## config.mk

```make
export PLATFORM = sky130hd
export DESIGN_NAME = ppmfd_ctrl
export DESIGN_NICKNAME = d
export VERILOG_FILES = /design/src/rtl/ppmfd_pkg.sv /design/src/rtl/ppmfd_ctrl.sv
export VERILOG_INCLUDE_DIRS = /design/src /design/src/rtl
export SDC_FILE = /design/constraint.sdc
export NUM_CORES = 1
export LEC_CHECK = 0
export BUFFER_PORTS_ARGS = -buffer_cell sky130_fd_sc_hd__buf_4
export CORE_AREA = 2 2 39 41
export DETAILED_ROUTE_END_ITERATION = 16
export DIE_AREA = 0 0 41 43
export PLACE_DENSITY_LB_ADDON = 0.1
export SETUP_SLACK_MARGIN = 0.3
export SYNTH_ARGS = -nofsm -noshare
export SYNTH_HDL_FRONTEND = slang
export SYNTH_SLANG_ARGS = --single-unit
```

## constraint.sdc

```tcl
create_clock -name clk -period 1.6 [get_ports clk]
set_input_delay 0.08 -clock clk [delete_from_list [all_inputs] [get_ports clk]]
set_output_delay 0.08 -clock clk [all_outputs]
set_load 0.03 [all_outputs]
```

## src/rtl/ppm_frame_decoder_top_assert.svh

```systemverilog
// ----------------------------------------------------------------------------
// PPM frame decoder assertion macros
// Shared macros for the concurrent checks of the decoder. They expect clk
// and rst to be visible where they are used.
// ----------------------------------------------------------------------------
`ifndef PPM_FRAME_DECODER_TOP_ASSERT_SVH
`define PPM_FRAME_DECODER_TOP_ASSERT_SVH

// The consequent must hold in the same cycle as the antecedent.
`define PPMFD_ASSERT_SAME(label, ante, cons, msg) \
  label: assert property (@(posedge clk) disable iff (rst) (ante) |-> (cons)) \
    else $error(msg);

// The consequent must hold in the cycle after the antecedent.
`define PPMFD_ASSERT_NEXT(label, ante, cons, msg) \
  label: assert property (@(posedge clk) disable iff (rst) (ante) |=> (cons)) \
    else $error(msg);

`endif

```

## src/rtl/ppmfd_pkg.sv

```systemverilog
// ----------------------------------------------------------------------------
// PPM frame decoder package
// Sizes, register indexes, controller states and the command and status
// bundles shared by the decoder modules.
// ----------------------------------------------------------------------------
package ppmfd_pkg;

  localparam int NUM_CHANNELS = 8;

  localparam int TIME_W      = 32;
  localparam int PULSE_W     = 12;
  localparam int CH_INDEX_W  = 4;
  localparam int MIN_GAP_W   = 16;
  localparam int MAX_CH_W    = 12;
  localparam int CFG_DATA_W  = 16;
  localparam int CFG_INDEX_W = 2;

  localparam int SLOT_W = (NUM_CHANNELS > 1) ? $clog2(NUM_CHANNELS) : 1;
  localparam int NEXT_W = $clog2(NUM_CHANNELS + 1);

  localparam logic [MIN_GAP_W-1:0] MIN_GAP_RESET = MIN_GAP_W'(4000);
  localparam logic [MAX_CH_W-1:0]  MAX_CH_RESET  = MAX_CH_W'(2100);

  localparam logic [CFG_INDEX_W-1:0] CFG_MIN_FRAME_GAP = CFG_INDEX_W'(0);
  localparam logic [CFG_INDEX_W-1:0] CFG_MAX_CHANNEL   = CFG_INDEX_W'(1);

  typedef enum logic [1:0] {
    ST_IDLE,
    ST_EVAL,
    ST_EMIT
  } ppmfd_state_t;

  typedef struct packed {
    logic capture;
    logic eval;
    logic emit_step;
  } ppmfd_cmd_t;

  typedef struct packed {
    logic frame_done;
    logic emit_last;
  } ppmfd_status_t;

endpackage

```

## src/rtl/ppmfd_ctrl.sv

```systemverilog
// ----------------------------------------------------------------------------
// PPM frame decoder controller
// Sequences capture, evaluation and frame emission, and drives the
// handshakes of both channels.
// ----------------------------------------------------------------------------
`include "ppm_frame_decoder_top_assert.svh"

module ppmfd_ctrl import ppmfd_pkg::*; (
  input  logic          clk,
  input  logic          rst,
  input  logic          cap_valid,
  output logic          cap_ready,
  output logic          res_valid,
  input  logic          res_ready,
  input  ppmfd_status_t status,
  output ppmfd_cmd_t    cmd
);

  ppmfd_state_t state;
  ppmfd_state_t state_next;

  always_ff @(posedge clk) begin
    if (rst) begin
      state <= ST_IDLE;
    end else begin
      state <= state_next;
    end
  end

  always_comb begin
    state_next = state;
    unique case (state)
      ST_IDLE: begin
        if (cap_valid) state_next = ST_EVAL;
      end
      ST_EVAL: begin
        state_next = status.frame_done ? ST_EMIT : ST_IDLE;
      end
      ST_EMIT: begin
        if (res_ready && status.emit_last) state_next = ST_IDLE;
      end
      default: begin
        state_next = ST_IDLE;
      end
    endcase
  end

  always_comb begin
    cap_ready     = 1'b0;
    res_valid     = 1'b0;
    cmd           = '0;
    unique case (state)
      ST_IDLE: begin
        cap_ready   = 1'b1;
        cmd.capture = cap_valid;
      end
      ST_EVAL: begin
        cmd.eval = 1'b1;
      end
      ST_EMIT: begin
        res_valid     = 1'b1;
        cmd.emit_step = res_ready;
      end
      default: begin
        cap_ready = 1'b0;
      end
    endcase
  end

  `PPMFD_ASSERT_SAME(a_no_overlap, cap_ready, !res_valid, "input taken while emitting")
  `PPMFD_ASSERT_NEXT(a_eval_one_cycle, state == ST_EVAL, state != ST_EVAL, "evaluation stuck")
  `PPMFD_ASSERT_NEXT(a_emit_holds, res_valid && !(res_ready && status.emit_last), res_valid, "frame cut short")

endmodule

```

; ---- Yosys cells after proc, flatten, opt, wreduce, memory -nomap -nowiden
; Index checks and enable logic that the tools add are counted.
[totals]
reg_bits = 2
in_bits = 6
output_inout_bits = 5
[op_classes]
n_mux = 9
n_eq_ne = 4
reduce_logical = 3
[ops]
columns = op, n
row1 = $mux W2, 3
row2 = $pmux W2 S3, 1
row3 = $mux W1, 5
row4 = $ne A2 B2 Y1 const B, 2
row5 = $eq A2 B1 Y1 const B, 1
row6 = $eq A2 B2 Y1 const B, 1
row7 = $logic_not A2 Y1, 1
row8 = $reduce_and A2 Y1, 1
row9 = $logic_and A1 B1 Y1, 1

; ---- Logic depth before layout (Yosys ltp)
[logic_depth]
ltp_word = 3
mapped_depth = 3

; ---- Least setup slack after synthesis
; OpenSTA, ideal clock, no wires.
[synth_path]
path_kind = flip-flop to flip-flop
from = register state[1]
to = register state[0]
arrival_time_ps = 1130
path_stages_with_launch = 4
n_path_buf = 0
setup_time_ps = 65
t_required_ps = 1535
period_less_slack_ps = 1196
path_slack_ps = 404
path_cell_list = dfxtp_1 > nor2_2 > and2_1 > nor2b_1
[synth_via]
elab_chain_cells = 3
elab_cells_between_ends = 7
classes_between = 4 x eq/ne / 1 x mux / 2 x reduce/logical
[synth_rtl]
columns = element, line_no
row1 = "start, declared", ppmfd_ctrl.sv:19  ; ppmfd_state_t state;
row2 = "start signal, assigned", ppmfd_ctrl.sv:26  ; state <= state_next;
row3 = $eq A2 B2 Y1 or $logic_not A2 Y1 (tied branches), ppmfd_ctrl.sv:32  ; unique case (state)
row4 = $ne A2 B2 Y1 (no source line), -
row5 = $reduce_and A2 Y1 (no source line), -
; Several ways; a longest one is shown, not always the timed one.
; A chain may end at the register's enable or synchronous reset.

==> metrics.cfg <==
[yosys]
ys_seq_elements = 2
synth_largest_area_cell = dfxtp_1
yosys-top-cells-area = dfxtp_1, a22oi_2, and2_1
synth_edf_count = 0
syn_inst = 11
ys_types = 9
ys_warn_count = 0
synth_area_um2 = 104
synth_nets = 17
synth_common_cells = and2_1, dfxtp_1
avgSynthCellArea_um2 = 9.44
synthArstFlopShare_pct = 0
seq_area_frac_synth_pct = 38.6
yosysTopAreaCellShare_pct = 38.6
synth-main-ff-cell = dfxtp_1

[clock_network]
path_clk_slew_ns = 0.03
clock_latency_ns = 0.22
htreeDepth = 1
cts-hold-fix-buffers = 0
cts_resized = 0
clock_sinks = 2
cts_root_buf = clkbuf_4
cts_tree = yes
clk_path_buf_depth = 2
post_cts_buffers = 0
cts_buffers = 3

[place]
dp.cells = 37
io_buffer_count = 10
gp_congestion = 0.480

[timing]
hold_viol_final = 0
setup_viol = 0
period_needed_ns = 1.14
rsz0062_at_grt = false
post-route-period-util_pct = 71.5
setup_tns_ns = 0
slew_headroom_pct = 90.6
fin_skew_ns = 0.000961
maxSlewViolCount = 0
worst_slew_pin_slew_ns = 0.140
timing.fmax_mhz = 874

[drt]
via_count = 122
ant_nets = 0
drt_iter0_drc = 0
wl_per_cell_um = 7.38
drt-pass1-iter-count = 1
drc = 0
via_per_inst = 3.05
wl_um = 295

[grt]
antenna_found_initial = 0
grt_pass1_wl_um = 441
grt_start_max_net_pins = 4
first_global_vias = 125
gr-usage-all-layers_pct = 4.60
globalRoute.totalOverflow = 0

[final_layout]
biggestRegsByFlops = state (2)
fin_util_pct = 16.0
top_register = state
fin_nets = 32
largest_reg_flops = 2
instances_no_fill = 40
seq_area_um2 = 40.0
multi_input_area_um2 = 63.8
drive_gt1_share_pct = 70.8
areaGrowthSynthToFinish_pct = 113
diodes = 0
fill_cells = 164

[floorplanning]
dieArea_mm2 = 0.00176
initial_core_util_pct = 7.50
ios = 11
die_height_um = 43
coreArea_mm2 = 0.00138
die_x_um = 41
row_count = 14

[status]
status = finished, final reports clean

[critical_path]
cp.arrival_ns = 1.06
critical_path_buf_inv_count = 1
cpPeakStageDelay_ns = 0.35
cp_data_required_time_ns = 1.52
crit_family = flip-flops
critical_path_class = reg -> out
cpMaxStageDelayCell = dfxtp_1
end_kind = output pin
start_kind = flop
crit_fanout = 3
cp_cell_sequence = nor2b_2, and2_1, buf_4

[hold_path]
holdCritPathClass = in -> reg

[pwr]
p_per_area_mw_per_mm2 = 974
leakagePower_nw = 0.103
vdd_drop_max_mv = 0.213

[run]
maxCapViolCount = 0

==> final timing paths <==
| path | slack, ns | endpoint | from | depth (start not counted) |
|---|---|---|---|---|
| setup / recovery | 0.46 | cmd[0] | state[1] | 3 |
| setup reg to reg | 0.72 | state[1] | state[1] | 3 |
| hold / removal | 0.02 | state[1] | rst | 2 |
| hold reg to reg | 0.65 | state[1] | state[0] | 3 |
==> worst register-to-register path, stage by stage (launching register included) <==
cell	delay (ns)
dfxtp_1	0.35
and2b_4	0.21
a22oi_2	0.17
nor2_1	0.05
==> cell type report <==
class                      instances  area share (%)
timing repair buffer              10            33.9
multi-input combinational          9            28.8
sequential                         2            18.1
clock buffer                       3            10.2
tap                               16            9.04
==> layout by cell type (no fill, tap or decap), drive strengths merged <==
cell type | synthesis | final
nor2b | 2 | 2
clkbuf | 0 | 3
a22oi | 1 | 1
and2 | 2 | 2
buf | 0 | 10
and2b | 1 | 1
dfxtp | 2 | 2
nor2 | 2 | 2
nand2 | 1 | 1
==> through the flow <==
stage | hold WS [ns] | area [um^2] | setup slack (ns) | total power, mW
final | 0.0221 | 221 | 0.456 | 0.216
after global routing | 0.0164 | 221 | 0.386 | 0.239
after CTS | 0.0122 | 221 | 0.429 | 0.226
after detailed placement | 0.252 | 199 | 0.679 | 0.107
after global placement | 0.251 | 199 | 0.683 | 0.107
after floorplan | 0.152 | 104 | 0.404 | 0.0838
==> metal layers <==
layer / up-vias / global-route usage, % / share of wire (%)
li1: 62 / - / -
met3: 0 / 3.14 / 22
met1: 49 / 4.44 / 41
met5: - / 0 / 0
met2: 11 / 4.38 / 37
met4: 0 / 8.00 / 0
==> cell families after synthesis <==
kind of cell	Yosys count	synth area share, %
and+or+nand+nor	8	49.4
DFF	2	38.6
AOI/OAI and AO/OA	1	12.0
==> report_power, final <==
group          leakage, nW  internal [mW]  switching [mW]  total [mW]
sequential          0.0164         0.0530         0.00252      0.0555
combinational       0.0726         0.0247          0.0256      0.0502
clock               0.0138         0.0826          0.0273       0.110
Note: power is estimated with default switching activity, not from simulation.
