### src/rtl/ppm_frame_decoder_top_assert.svh
// ----------------------------------------------------------------------------
// PPM frame decoder assertion macros
// Shared macros for the concurrent checks of the decoder. They expect clk
// and rst to be visible where they are used.
// ----------------------------------------------------------------------------
`ifndef PPM_FRAME_DECODER_TOP_ASSERT_SVH
`define PPM_FRAME_DECODER_TOP_ASSERT_SVH

// The consequent must hold in the same cycle as the antecedent.
`define PPMFD_ASSERT_SAME(label, ante, cons, msg) \
  label: assert property (@(posedge clk) disable iff (rst) (ante) |-> (cons)) \
    else $error(msg);

// The consequent must hold in the cycle after the antecedent.
`define PPMFD_ASSERT_NEXT(label, ante, cons, msg) \
  label: assert property (@(posedge clk) disable iff (rst) (ante) |=> (cons)) \
    else $error(msg);

`endif

### src/rtl/ppmfd_pkg.sv
// ----------------------------------------------------------------------------
// PPM frame decoder package
// Sizes, register indexes, controller states and the command and status
// bundles shared by the decoder modules.
// ----------------------------------------------------------------------------
package ppmfd_pkg;

  localparam int NUM_CHANNELS = 8;

  localparam int TIME_W      = 32;
  localparam int PULSE_W     = 12;
  localparam int CH_INDEX_W  = 4;
  localparam int MIN_GAP_W   = 16;
  localparam int MAX_CH_W    = 12;
  localparam int CFG_DATA_W  = 16;
  localparam int CFG_INDEX_W = 2;

  localparam int SLOT_W = (NUM_CHANNELS > 1) ? $clog2(NUM_CHANNELS) : 1;
  localparam int NEXT_W = $clog2(NUM_CHANNELS + 1);

  localparam logic [MIN_GAP_W-1:0] MIN_GAP_RESET = MIN_GAP_W'(4000);
  localparam logic [MAX_CH_W-1:0]  MAX_CH_RESET  = MAX_CH_W'(2100);

  localparam logic [CFG_INDEX_W-1:0] CFG_MIN_FRAME_GAP = CFG_INDEX_W'(0);
  localparam logic [CFG_INDEX_W-1:0] CFG_MAX_CHANNEL   = CFG_INDEX_W'(1);

  typedef enum logic [1:0] {
    ST_IDLE,
    ST_EVAL,
    ST_EMIT
  } ppmfd_state_t;

  typedef struct packed {
    logic capture;
    logic eval;
    logic emit_step;
  } ppmfd_cmd_t;

  typedef struct packed {
    logic frame_done;
    logic emit_last;
  } ppmfd_status_t;

endpackage

### src/rtl/ppmfd_dp.sv
// ----------------------------------------------------------------------------
// PPM frame decoder datapath
// Interval measurement, sync and pulse limit checks, the channel store and
// the emission counter, plus the two configuration registers.
// ----------------------------------------------------------------------------
`include "ppm_frame_decoder_top_assert.svh"

module ppmfd_dp import ppmfd_pkg::*; (
  input  logic                   clk,
  input  logic                   rst,
  input  logic                   cfg_we,
  input  logic [CFG_INDEX_W-1:0] cfg_index,
  input  logic [CFG_DATA_W-1:0]  cfg_data,
  input  logic [TIME_W-1:0]      edge_time_us,
  input  ppmfd_cmd_t             cmd,
  output ppmfd_status_t          status,
  output logic [CH_INDEX_W-1:0]  channel_index,
  output logic [PULSE_W-1:0]     pulse_us,
  output logic                   frame_last
);

  logic [MIN_GAP_W-1:0] min_gap;
  logic [MAX_CH_W-1:0]  max_ch;
  logic [TIME_W-1:0]    prev_time;
  logic [TIME_W-1:0]    now_time;
  logic [NEXT_W-1:0]    next_channel;
  logic [PULSE_W-1:0]   store [NUM_CHANNELS];
  logic [SLOT_W-1:0]    emit_idx;

  logic [TIME_W-1:0] interval;
  logic              waiting;
  logic              gap_ok;
  logic              pulse_ok;
  logic              last_slot;

  assign interval  = now_time - prev_time;
  assign waiting   = (next_channel == NEXT_W'(NUM_CHANNELS));
  assign gap_ok    = (interval >= TIME_W'(min_gap));
  assign pulse_ok  = (interval <= TIME_W'(max_ch));
  assign last_slot = (next_channel == NEXT_W'(NUM_CHANNELS - 1));

  assign status.frame_done = !waiting && pulse_ok && last_slot;
  assign status.emit_last  = (emit_idx == SLOT_W'(NUM_CHANNELS - 1));

  assign channel_index = CH_INDEX_W'(emit_idx);
  assign pulse_us      = store[emit_idx];
  assign frame_last    = status.emit_last;

  always_ff @(posedge clk) begin
    if (rst) begin
      min_gap <= MIN_GAP_RESET;
      max_ch  <= MAX_CH_RESET;
    end else if (cfg_we) begin
      if (cfg_index == CFG_MIN_FRAME_GAP) begin
        min_gap <= cfg_data[MIN_GAP_W-1:0];
      end else if (cfg_index == CFG_MAX_CHANNEL) begin
        max_ch <= cfg_data[MAX_CH_W-1:0];
      end
    end
  end

  always_ff @(posedge clk) begin
    if (cmd.capture) begin
      now_time <= edge_time_us;
    end
  end

  always_ff @(posedge clk) begin
    if (!rst && cmd.eval && !waiting && pulse_ok) begin
      store[next_channel[SLOT_W-1:0]] <= interval[PULSE_W-1:0];
    end
  end

  always_ff @(posedge clk) begin
    if (rst) begin
      prev_time    <= '0;
      next_channel <= NEXT_W'(NUM_CHANNELS);
      emit_idx     <= '0;
    end else begin
      if (cmd.eval) begin
        prev_time <= now_time;
        emit_idx  <= '0;
        if (waiting) begin
          next_channel <= gap_ok ? '0 : NEXT_W'(NUM_CHANNELS);
        end else if (!pulse_ok) begin
          next_channel <= NEXT_W'(NUM_CHANNELS);
        end else begin
          next_channel <= next_channel + NEXT_W'(1);
        end
      end else if (cmd.emit_step) begin
        emit_idx <= status.emit_last ? '0 : emit_idx + SLOT_W'(1);
      end
    end
  end

  `PPMFD_ASSERT_SAME(a_next_range, 1'b1, next_channel <= NEXT_W'(NUM_CHANNELS), "slot pointer out of range")
  `PPMFD_ASSERT_NEXT(a_emit_wrap, cmd.emit_step && status.emit_last, emit_idx == '0, "emit counter did not wrap")
  `PPMFD_ASSERT_NEXT(a_done_waits, cmd.eval && status.frame_done, waiting, "frame end did not rearm sync")

endmodule

### config.mk
export PLATFORM = sky130hd
export DESIGN_NAME = ppmfd_dp
export DESIGN_NICKNAME = d
export VERILOG_FILES = /design/src/rtl/ppmfd_pkg.sv /design/src/rtl/ppmfd_dp.sv
export VERILOG_INCLUDE_DIRS = /design/src /design/src/rtl
export SDC_FILE = /design/constraint.sdc
export NUM_CORES = 1
export LEC_CHECK = 0
export BUFFER_PORTS_ARGS = -buffer_cell sky130_fd_sc_hd__buf_2
export CAP_MARGIN = 20
export CORE_ASPECT_RATIO = 2
export CORE_MARGIN = 2
export CORE_UTILIZATION = 47
export CTS_CLUSTER_DIAMETER = 60
export CTS_CLUSTER_SIZE = 12
export DETAILED_ROUTE_END_ITERATION = 8
export SYNTH_ARGS = -nofsm -noshare
export SYNTH_HDL_FRONTEND = slang
export SYNTH_SLANG_ARGS = --single-unit
export TNS_END_PERCENT = 20
### constraint.sdc
create_clock -name clk -period 6.5 [get_ports clk]
set_input_delay 0.65 -clock clk [delete_from_list [all_inputs] [get_ports clk]]
set_output_delay 0.65 -clock clk [all_outputs]
set_load 0.005 [all_outputs]
# == Yosys cells after proc, flatten, opt, wreduce, memory -nomap -nowiden ==
# Memories as Yosys holds them, arrays and structs flattened. A register that Yosys moved wholly into a read port is not among the register bits.
# Cells that the tools add are included.
# word_totals
register_bits,99
ram_bits,96
out_inout_bits,19
n_memories,1
# memory_table
memory,words,width,rd,rd_clocked_by_memory_dff,wr,line_no,text
store,8,12,1,1,1,ppmfd_dp.sv:27,logic [PULSE_W-1:0] store [NUM_CHANNELS];
# classes
add_sub_neg,3
n_lt_le_gt_ge,2
n_eq_ne,4
mux,8
bitwise_logic,1
n_reduce_logical,11
# ops
op,n
$ge 32x16->1,1
$le 32x12->1,1
$sub 32x32->32,1
$mux 4,3
$mux 3,3
$logic_and 1x1->1,5
$add 4x1->4 const B,1
$eq 4x3->1 const B,1
$eq 4x4->1 const B,1
$add 3x1->3 const B,1
$eq 3x3->1 const B,1
$reduce_and 3->1,1
$eq 2x1->1 const B,1
$logic_not 1->1,2
$logic_not 2->1,1
$mux 1,2
$reduce_and 2->1,1
$reduce_or 2->1,1
$not 1->1,1

# == Logic depth before layout (Yosys ltp) ==
# logic_depth
depth_word,6
depth_mapped,19

# == Worst setup path after synthesis ==
# No wires, ideal clock.
# synth_path
path_type,register -> register
start,register now_time[0]
end,memory store[1][0] (enable)
t_arrival_ns,4.344
t_required_ns,6.104
slack_ns,1.760
stages_incl_launch_ff,20
path_cell_list,edfxtp_1 inv_1 ha_1 inv_1 fa_1 a211oi_2 o21ai_1 nand3_1 nor2_1 nor2_1 xnor2_1 ha_1 a21o_1 a21oi_1 a21oi_1 a211oi_1 nand4b_1 nor3_2 nand3_4 nor3_1
# synth_via
elab_chain_len,5
# synth_lines
item,line_no,text
start: declaration,ppmfd_dp.sv:25,logic [TIME_W-1:0] now_time;
start signal: assignment,ppmfd_dp.sv:64,now_time <= edge_time_us;
$sub 32x32->32,ppmfd_dp.sv:36,assign interval = now_time - prev_time;
via interval[10],ppmfd_dp.sv:30,logic [TIME_W-1:0] interval;
$le 32x12->1,ppmfd_dp.sv:39,assign pulse_ok = (interval <= TIME_W'(max_ch));
$logic_and 1x1->1,ppmfd_dp.sv:69,if (!rst && cmd.eval && !waiting && pulse_ok) begin
$mux 1,ppmfd_dp.sv:69,
$mux 1 (implied by the code),ppmfd_dp.sv:70,store[next_channel[SLOT_W-1:0]] <= interval[PULSE_W-1:0];
end: declaration,ppmfd_dp.sv:27,
# The timed path passes the listed nets, and every way through them passes these cells.

==> results_dict.tcl <==
set metrics [dict create \
    cts_setup_buffers 0 \
    grt-ovfl-total 0 \
    required_ps 5850 \
    synth-edff-count 128 \
    worstPathMaxFanout 10 \
    finalHoldViolations 0 \
    synthToLayoutAreaGrowth_pct 12.6 \
    cts_made_buffers 17 \
    cts_tree "done" \
    ys_seq_area_share_pct 51.5 \
    yosysTopAreaCellShare_pct 37.8 \
    fill_cells 1913 \
    finalClockSkew_ps 13.1 \
    die_area_um2 22900 \
    wire_per_inst_um 18.9 \
    pin_count 75 \
    syn_inst 899 \
    fmax_mhz 179 \
    drv_cap 0 \
    period_share_pct 85.9 \
    slowest_stage "xnor2_1" \
    status "complete, no violations" \
    antenna_found_initial 0 \
    drt_iter0_drc 222 \
    synth.largest_area_cell "edfxtp_1" \
    route.vias.total 7033 \
    synthArstFlopShare_pct 0 \
    grt_pass1_vias 7150 \
    syn_avg_cell_area_um2 11.3 \
    clockBufferDepth 2 \
    fin_crit_ps 5580 \
    die_h_um 212 \
    synth_cell_types 77 \
    gp_routability_congestion 0.905 \
    ir_drop_v 0.000172 \
    arrival_ps 4930 \
    drv_slew 0 \
    final_common_cell "edfxtp_1" \
    multi_input_area_um2 4490 \
    cp_cell_sequence "inv_1 > ha_1 > inv_1 > fa_1 > a211oi_2 > o21ai_1 > nand3_1 > nor2_1 > nor2_1 > xnor2_1 > ha_1 > a21o_1 > a21oi_1 > a21oi_1 > a211oi_1 > nand4b_1 > nor3_2 > nand3_4 > nor3_2 > buf_2" \
    ys_ff_latch 198 \
    initial_utilization_pct 47.6 \
    cts_htree_levels 4 \
    diodes 0 \
    setup_viol 0 \
    drt.antenna.violating_nets 0 \
    clockRootBuffer "clkbuf_16" \
    seqCellArea_um2 5250 \
    path_clk_slew_ps 80 \
    viasPerCell 5.62 \
    rsz0062_at_grt "no" \
    nets 1087 \
    clock_latency_ps 460 \
    std_cell_rows 76 \
    layout-drive-gt1-share_pct 18.9 \
    hold_class "in2reg" \
    core_area_um2 21400 \
    critical_path.top_delay_family "simple AND/OR/NAND/NOR gates" \
    grt_max_degree 72 \
    ys.flop_type "edfxtp_1" \
    grt_pass1_wl_um 37200 \
    critPathMaxStageDelay_ps 690 \
    die_w_um 108 \
    path_class "reg2out" \
    postCtsHoldBufs 0 \
    yosysWarningCount 0 \
    synth_fp_nets 1019 \
    p_leak_nw 4.30 \
    crit_buf_inv 3 \
    cp-start-kind "flip-flop" \
    worst_pin_slew_ps 942 \
    tns_ps 0 \
    cp-end-kind "output port" \
    portBuffers 73 \
    cts_resized 0 \
    powerDensity_nw_per_um2 284 \
    cts_num_sinks 198 \
    grt_usage_pct 21.9 \
    drc 0 \
    netlist_area_um2 10200 \
    power.total_w 0.00326 \
    netlist_top_cells_area "edfxtp_1, dfxtp_1, ha_1" \
    max_slew_margin_pct 36.7 \
    dpl.hpwl_um 17700 \
    most-common-layout-cells "edfxtp_1, nor2_1, nand2_1" \
    firstDrtPassIters 4 \
    wl_um 23600 \
]
[routing by layer]
metal	track usage [%]	wire (um)	vias to the layer above
met5	0	0	-
met4	12.0	1100	0
met3	3.95	612	62
met2	41.9	13400	142
met1	21.4	8540	3398
li1	-	-	3431
[cell usage after synthesis, types with 14 or more instances]
cell        n
o21ai_0    26
inv_1      71
nand2_1    82
mux4_2     24
ha_1       63
a211o_1    14
nor2_1     83
a21oi_1    58
edfxtp_1  128
clkbuf_1   21
mux2i_1    36
dfxtp_1    70
[cell type report]
cell class                 instances  area share [%]
multi-input combinational        590            39.1
tap                              273            2.98
sequential                       198            45.7
inverter                          71            2.32
timing repair buffer              89            4.23
clock inverter                    14            1.87
clock buffer                      17            3.71
[logic make-up (layout without fill, tap and decap cells)]
logic type,after synthesis,count (layout),synth area share [%]
xor+xnor,20,20,1.72
fa+ha+maj,64,64,7.94
simple gates,246,246,11.6
compound gates,186,186,12.5
other cells,1,1,0.0368
flops,198,198,51.5
mux,73,73,10.3
buf+inv,111,191,4.42
[worst reg2reg max path, delay by kind of cell, from the launching register on]
| kind | cells | cell delay [ps] |
|---|---|---|
| and+or+nand+nor | 7 | 1320 |
| buffers and inverters | 3 | 380 |
| xor gates and xnor gates | 1 | 690 |
| adders and majority gates | 3 | 820 |
| AOI/OAI and AO/OA | 6 | 1120 |
| DFF | 1 | 350 |
[where the power goes]
| group | total [W] | internal (W) | switching (W) | leakage (nW) |
|---|---|---|---|---|
| logic | 0.000659 | 0.000243 | 0.000416 | 2.23 |
| clock network | 0.00116 | 0.000655 | 0.000501 | 0.314 |
| registers | 0.00144 | 0.00142 | 0.0000189 | 1.75 |
| total | 0.00326 | 0.00232 | 0.000935 | 4.30 |
[worst paths after layout]
path | start | to | slack (ps) | depth (start not counted)
setup reg to reg | now_time[0] | store[6][4] | 1530 | 20
hold / removal | edge_time_us[18] | now_time[18] | 360 | 1
setup / recovery | now_time[0] | status[1] | 920 | 20
hold reg to reg | min_gap[1] | min_gap[1] | 460 | 2
[metrics by stage]
step	std cells	utilization (%)	setup slack [ps]	hold WS, ps	cell area [um2]
finish	1252	53.6	915	362	11500
global route	1252	53.6	524	345	11500
CTS	1252	53.6	890	345	11500
detailed placement	1221	50.6	1400	448	10800
global placement	1221	50.6	1550	443	10800
floorplan	899	-	1760	436	10200
[state kept, by name, summed over array words and instances, names as in the netlist, named ones only]
name          count
store            96
now_time         32
prev_time        32
min_gap          16
max_ch           12
next_channel      4
emit_idx          3
No activity file was read; power rests on OpenSTA's default activity.
